**src/rtl/bfh_pkg.sv**
```systemverilog
// Shared types and constants for the four-hash Bloom filter.
package bfh_pkg;

	// Number of independent hash functions and bit tables.
	localparam int unsigned HASH_COUNT = 4;

	// Default number of entries in each bit table (power of two).
	localparam int unsigned DEF_TABLE_BITS = 1048576;

	// Polynomial hash multipliers, one per table.
	localparam logic [7:0] HASH_MULT [HASH_COUNT] = '{8'd191, 8'd31, 8'd67, 8'd131};

	typedef enum logic {
		OP_ADD   = 1'b0,
		OP_QUERY = 1'b1
	} op_t;

	// Control group driven to every bit table.
	typedef struct packed {
		logic we;
		logic re;
		logic wdata;
	} ram_ctl_t;

endpackage

```
**src/rtl/bfh_hash.sv**
```systemverilog
// Running string hashes and the table indexes they produce on the last character.
module bfh_hash #(
	parameter int unsigned IDX_W = 20
) (
	input  logic              clk,
	input  logic              arst_n,
	input  logic              accept,
	input  logic signed [7:0] char_value,
	input  logic              last,
	output logic [IDX_W-1:0]  idx_s1 [bfh_pkg::HASH_COUNT]
);
	import bfh_pkg::*;

	// Only the low index bits of a hash ever matter, since the table size is a
	// power of two and wrapping arithmetic keeps low bits independent of high.
	localparam int unsigned EXT_W = (IDX_W > 8) ? IDX_W : 8;

	logic [IDX_W-1:0] hash_q  [HASH_COUNT];
	logic [IDX_W-1:0] hash_nx [HASH_COUNT];
	logic [EXT_W-1:0] prod    [HASH_COUNT];
	logic [EXT_W-1:0] char_ext;

	assign char_ext = EXT_W'(char_value);

	always_comb begin
		for (int i = 0; i < HASH_COUNT; i++) begin
			prod[i]    = EXT_W'(hash_q[i]) * EXT_W'(HASH_MULT[i]);
			hash_nx[i] = IDX_W'(prod[i] + char_ext);
		end
	end

	always_ff @(posedge clk or negedge arst_n) begin
		if (!arst_n) begin
			for (int i = 0; i < HASH_COUNT; i++) begin
				hash_q[i] <= '0;
			end
		end else if (accept) begin
			for (int i = 0; i < HASH_COUNT; i++) begin
				hash_q[i] <= last ? '0 : hash_nx[i];
			end
		end
	end

	always_ff @(posedge clk) begin
		if (accept && last) begin
			for (int i = 0; i < HASH_COUNT; i++) begin
				idx_s1[i] <= hash_nx[i];
			end
		end
	end

endmodule

```
**config.mk**
```make
export PLATFORM = sky130hd
export DESIGN_NAME = bfh_hash
export DESIGN_NICKNAME = d
export VERILOG_FILES = /design/src/rtl/bfh_pkg.sv /design/src/rtl/bfh_hash.sv
export SDC_FILE = /design/constraint.sdc
export NUM_CORES = 1
export LEC_CHECK = 0
export BUFFER_PORTS_ARGS = -buffer_cell sky130_fd_sc_hd__clkbuf_2
export CORE_UTILIZATION = 63
export DETAILED_ROUTE_END_ITERATION = 7
export GPL_TIMING_DRIVEN = 0
export PLACE_DENSITY = 0.83
export SKIP_LAST_GASP = 1
export SYNTH_ARGS = -nofsm -noshare
export SYNTH_HDL_FRONTEND = slang
export SYNTH_SLANG_ARGS = --single-unit
```
**constraint.sdc**
```tcl
create_clock -name clk -period 5.4 [get_ports clk]
set_input_delay 1.08 -clock clk [delete_from_list [all_inputs] [get_ports clk]]
set_output_delay 1.08 -clock clk [all_outputs]
set_load 0.05 [all_outputs]
```
# Word-level counts from Yosys, hierarchy flattened
# Index checks and enable logic that the tools add are counted.
dict set report classes {
  add_sub_neg 4
  mul 4
  muxes 4
  n_reduce_logical 1
}
# op count
set op_table {}
lappend op_table {{$add A20 B20 Y20} 4}
lappend op_table {{$mux W20} 4}
lappend op_table {{$mul A20 B8 Y20 const B} 2}
lappend op_table {{$mul A20 B5 Y20 const B} 1}
lappend op_table {{$mul A20 B7 Y20 const B} 1}
lappend op_table {{$logic_and A1 B1 Y1} 1}
dict set report word_totals {
  regBits 160
  elab_cells 21
}

# Logic depth before layout (Yosys ltp)
dict set report depth {
  ltp_word 3
  depth_mapped 17
  ltp_nobuf 16
}

# Worst setup path before layout
# No wires, ideal clock.
dict set report synth_timing {
  path_type {in2reg}
  from {in char_value[7]}
  to {reg hash_q[18] in the netlist's numbering}
  setup_ns 0.121
  arrival_time_ns 5.182
  required_ns 5.279
  path_slack_ns 0.097
  stages 17
  path_cell_list {clkbuf_1 -> inv_1 -> fa_1 -> inv_1 -> ha_1 -> ha_1 -> inv_1 -> fa_1 -> inv_1 -> ha_1 -> and2_1 -> a221o_1 -> a31oi_1 -> o21ai_1 -> a311oi_1 -> xnor2_1 -> a22o_1}
}
# item line
set synth_rtl {}
lappend synth_rtl {{start, declared} bfh_hash.sv:8} ;# input logic signed [7:0] char_value,
lappend synth_rtl {{end signal, assigned by index} bfh_hash.sv:39} ;# hash_q[i] <= last ? '0 : hash_nx[i];
lappend synth_rtl {{end, declared} bfh_hash.sv:18} ;# logic [IDX_W-1:0] hash_q [HASH_COUNT];

==> flow_summary.toml <==
[run_status]
outcome = "completed"

[critical_path]
reg2reg_from = "hash_q[71]"
critPathSlowestCell = "fa_1"
crit_cells = 15
cp-startpoint = "char_value[7]"
end_kind = "flop"
arrival_ps = 5440
reg2reg_to = "idx_s1[78]"
critPathLaunchType = "input pin"
endpoint = "idx_s1[78]"
path_max_fanout = 18
r2r_slack_ps = 320
crit_top_cell = "fa_1"
rr_worst_depth = 14
worstPathBufferInverterCount = 3
path_class = "input pin to flop"
critical-path-max-stage-delay_ps = 580
crit_required_ps = 5600
crit_family = "adder cells"
cp_cell_sequence = "clkbuf_16, fa_1, fa_1, fa_1, inv_1, fa_1, inv_1, ha_1, a21o_1, a21o_1, a221o_1, a31o_2, a21o_1, mux2_4, and2_1"

[routing]
drt_wl_total_um = 35500
vias = 10900
dr.max_layer_used = "met4"
dr_wl_met2_um = 17800
wl_met3_um = 2220
vias_per_cell = 5.71
drt_pass1_iterations = 6
avgRoutedWirePerCell_um = 18.7
drt_iter0_drc = 894
met1Wirelength_um = 13900
postRouteAntennaNets = 0
drc = 0

[global_route]
grt_util_all_layers = 0.303
first_global_vias = 11800
grt_max_degree = 49
grt_overflow_total = 0
grt_antenna_before_repair = 0
grt_pass1_wl_um = 59000

[logic_synthesis]
syn_avg_cell_area_um2 = 10.8
synth_seq_area_share = 0.283
ys_seq_elements = 160
syn-num-nets = 1849
async_flop_share = 0.500
netlist_instances = 1448
netlist_area_um2 = 15600
ys_warn_count = 0
yosys_most_used_dff = "edfxtp_1"
synth-edff-count = 80
synth.distinct_cells = 57

[clock_tree]
cts_tree = "yes"
clock_path_buffers = 2
cts-root-buf = "clkbuf_16"
cts_buffers = 17
ctsHoldBuffers = 0
path_clk_slew_ps = 70
h-tree-depth = 4
clkSinkCount = 160
clk_latency_ps = 440

[sta]
finalCritPeriodShare = 0.970
clock_skew_ps = 11.6
clock.fmax_mhz = 191
slew_violations = 0
rsz0062_at_grt = "no"
finalCriticalPeriod_ps = 5240
hold_viol = 0
setup_violations = 0
tightest_slew_ps = 989
relSlewSlack = 0.341

[die]
dieArea_um2 = 25300
start_util = 0.642
core_um2 = 24200
die_h_um = 159
ios = 92
die_width_um = 159
rows = 57

[placed_design]
globalplace.congestion = 0.909
dpl.cell_count = 1866
port-buffer-count = 91
dp_hpwl_um = 27100

[flow_run]
maxCapViolCount = 0

[layout]
syn_to_final_growth_pct = 10.4
fin_nets = 1968
layout_common_cells = "inv_1 (410), fa_1 (214), ha_1 (175)"
final_common_cell = "inv_1"
fill_cells = 1664
regArea_um2 = 4400
drive_above_1_share = 0.0962
multi_input_comb_area_um2 = 9570
layout.cells.non_filler = 1904
diodes = 0

[hold_path]
worst_hold_path_type = "flop to flop"
routing by layer:
layer  vias up  GRT usage
li1       4851          -
met1      5469      0.382
met2       434      0.512
met3       113     0.0487
met4         0      0.149
met5         -          0
final cells by class:
type,count,share of cell area
multi-input combinational,856,0.557
sequential,160,0.256
inverter,412,0.0902
timing repair buffer,100,0.0341
clock buffer,19,0.0264
tap,324,0.0236
clock inverter,13,0.00786
buffer,20,0.00480
synth_stat cells (3+ instances only):
cell type / number / area, µm²
a211oi_1: 6 / 45.0
a21boi_0: 4 / 30.0
a21o_1: 13 / 97.6
a21oi_1: 43 / 215
a22o_1: 38 / 333
a31o_2: 9 / 78.8
a31oi_1: 4 / 25.0
and3_1: 4 / 25.0
clkbuf_1: 18 / 67.6
dfrtp_1: 80 / 2000
edfxtp_1: 80 / 2400
fa_1: 214 / 4280
ha_1: 175 / 2190
inv_1: 411 / 1540
nand2_1: 43 / 161
nand2b_1: 4 / 25.0
nand3_1: 20 / 100
nand4_1: 3 / 18.8
nor2_1: 33 / 124
nor2b_1: 14 / 87.6
nor3_1: 12 / 60.1
nor3b_1: 3 / 22.5
o211ai_1: 3 / 22.5
o21a_1: 15 / 113
o21ai_0: 54 / 270
o21bai_1: 5 / 37.5
o31ai_1: 6 / 45.0
o32ai_1: 3 / 26.3
or2_2: 3 / 18.8
xnor2_1: 71 / 622
xor2_1: 20 / 175
flip-flops by register name, indices dropped and copies added (netlist names):
name    count
idx_s1     80
hash_q     80
stage by stage:
| step | hold WS, ps | utilization | worst slack, ps | TNS, ps | cell area, µm² |
|---|---|---|---|---|---|
| final | 536 | 0.709 | 162 | 0 | 17200 |
| after global routing | 556 | 0.709 | 16.3 | 0 | 17200 |
| after CTS | 537 | 0.708 | 24.2 | 0 | 17200 |
| after detailed placement | 520 | 0.680 | -2120 | -92390 | 16500 |
| after global placement | 515 | 0.677 | -2070 | -248760 | 16400 |
| after floorplan | 495 | - | 97.1 | 0 | 15600 |
worst min path at each step:
stage,slack [ps],from,depth (start not counted),endpoint
after floorplan,490,hash_q[19],1,hash_q[19]
after global placement,510,hash_q[19],1,hash_q[19]
after detailed placement,520,hash_q[79],1,hash_q[79]
after CTS,540,hash_q[79],1,hash_q[79]
after global routing,560,hash_q[79],1,hash_q[79]
final,540,hash_q[79],1,hash_q[79]
timing repair:
action,in CTS,in global routing
setup endpoints to repair,70,17
gates resized for setup,7,5
cloned,0,1
setup buffers,5,0
cells by family (layout without fill, tap and decap cells):
logic type,count (synthesis),after routing,share of synthesized area
AO/OA/AOI/OAI,223,223,0.0973
multiplexers,3,3,0.00225
adder cells (fa/ha/maj),389,389,0.416
buffers and inverters,432,564,0.104
flip-flops,160,160,0.283
AND/OR/NAND/NOR,150,150,0.0463
XOR/XNOR,91,91,0.0512
Power is left out: the tool's default activity adds up to more than one toggle a clock period on the data nets, which glitch-free logic cannot reach.
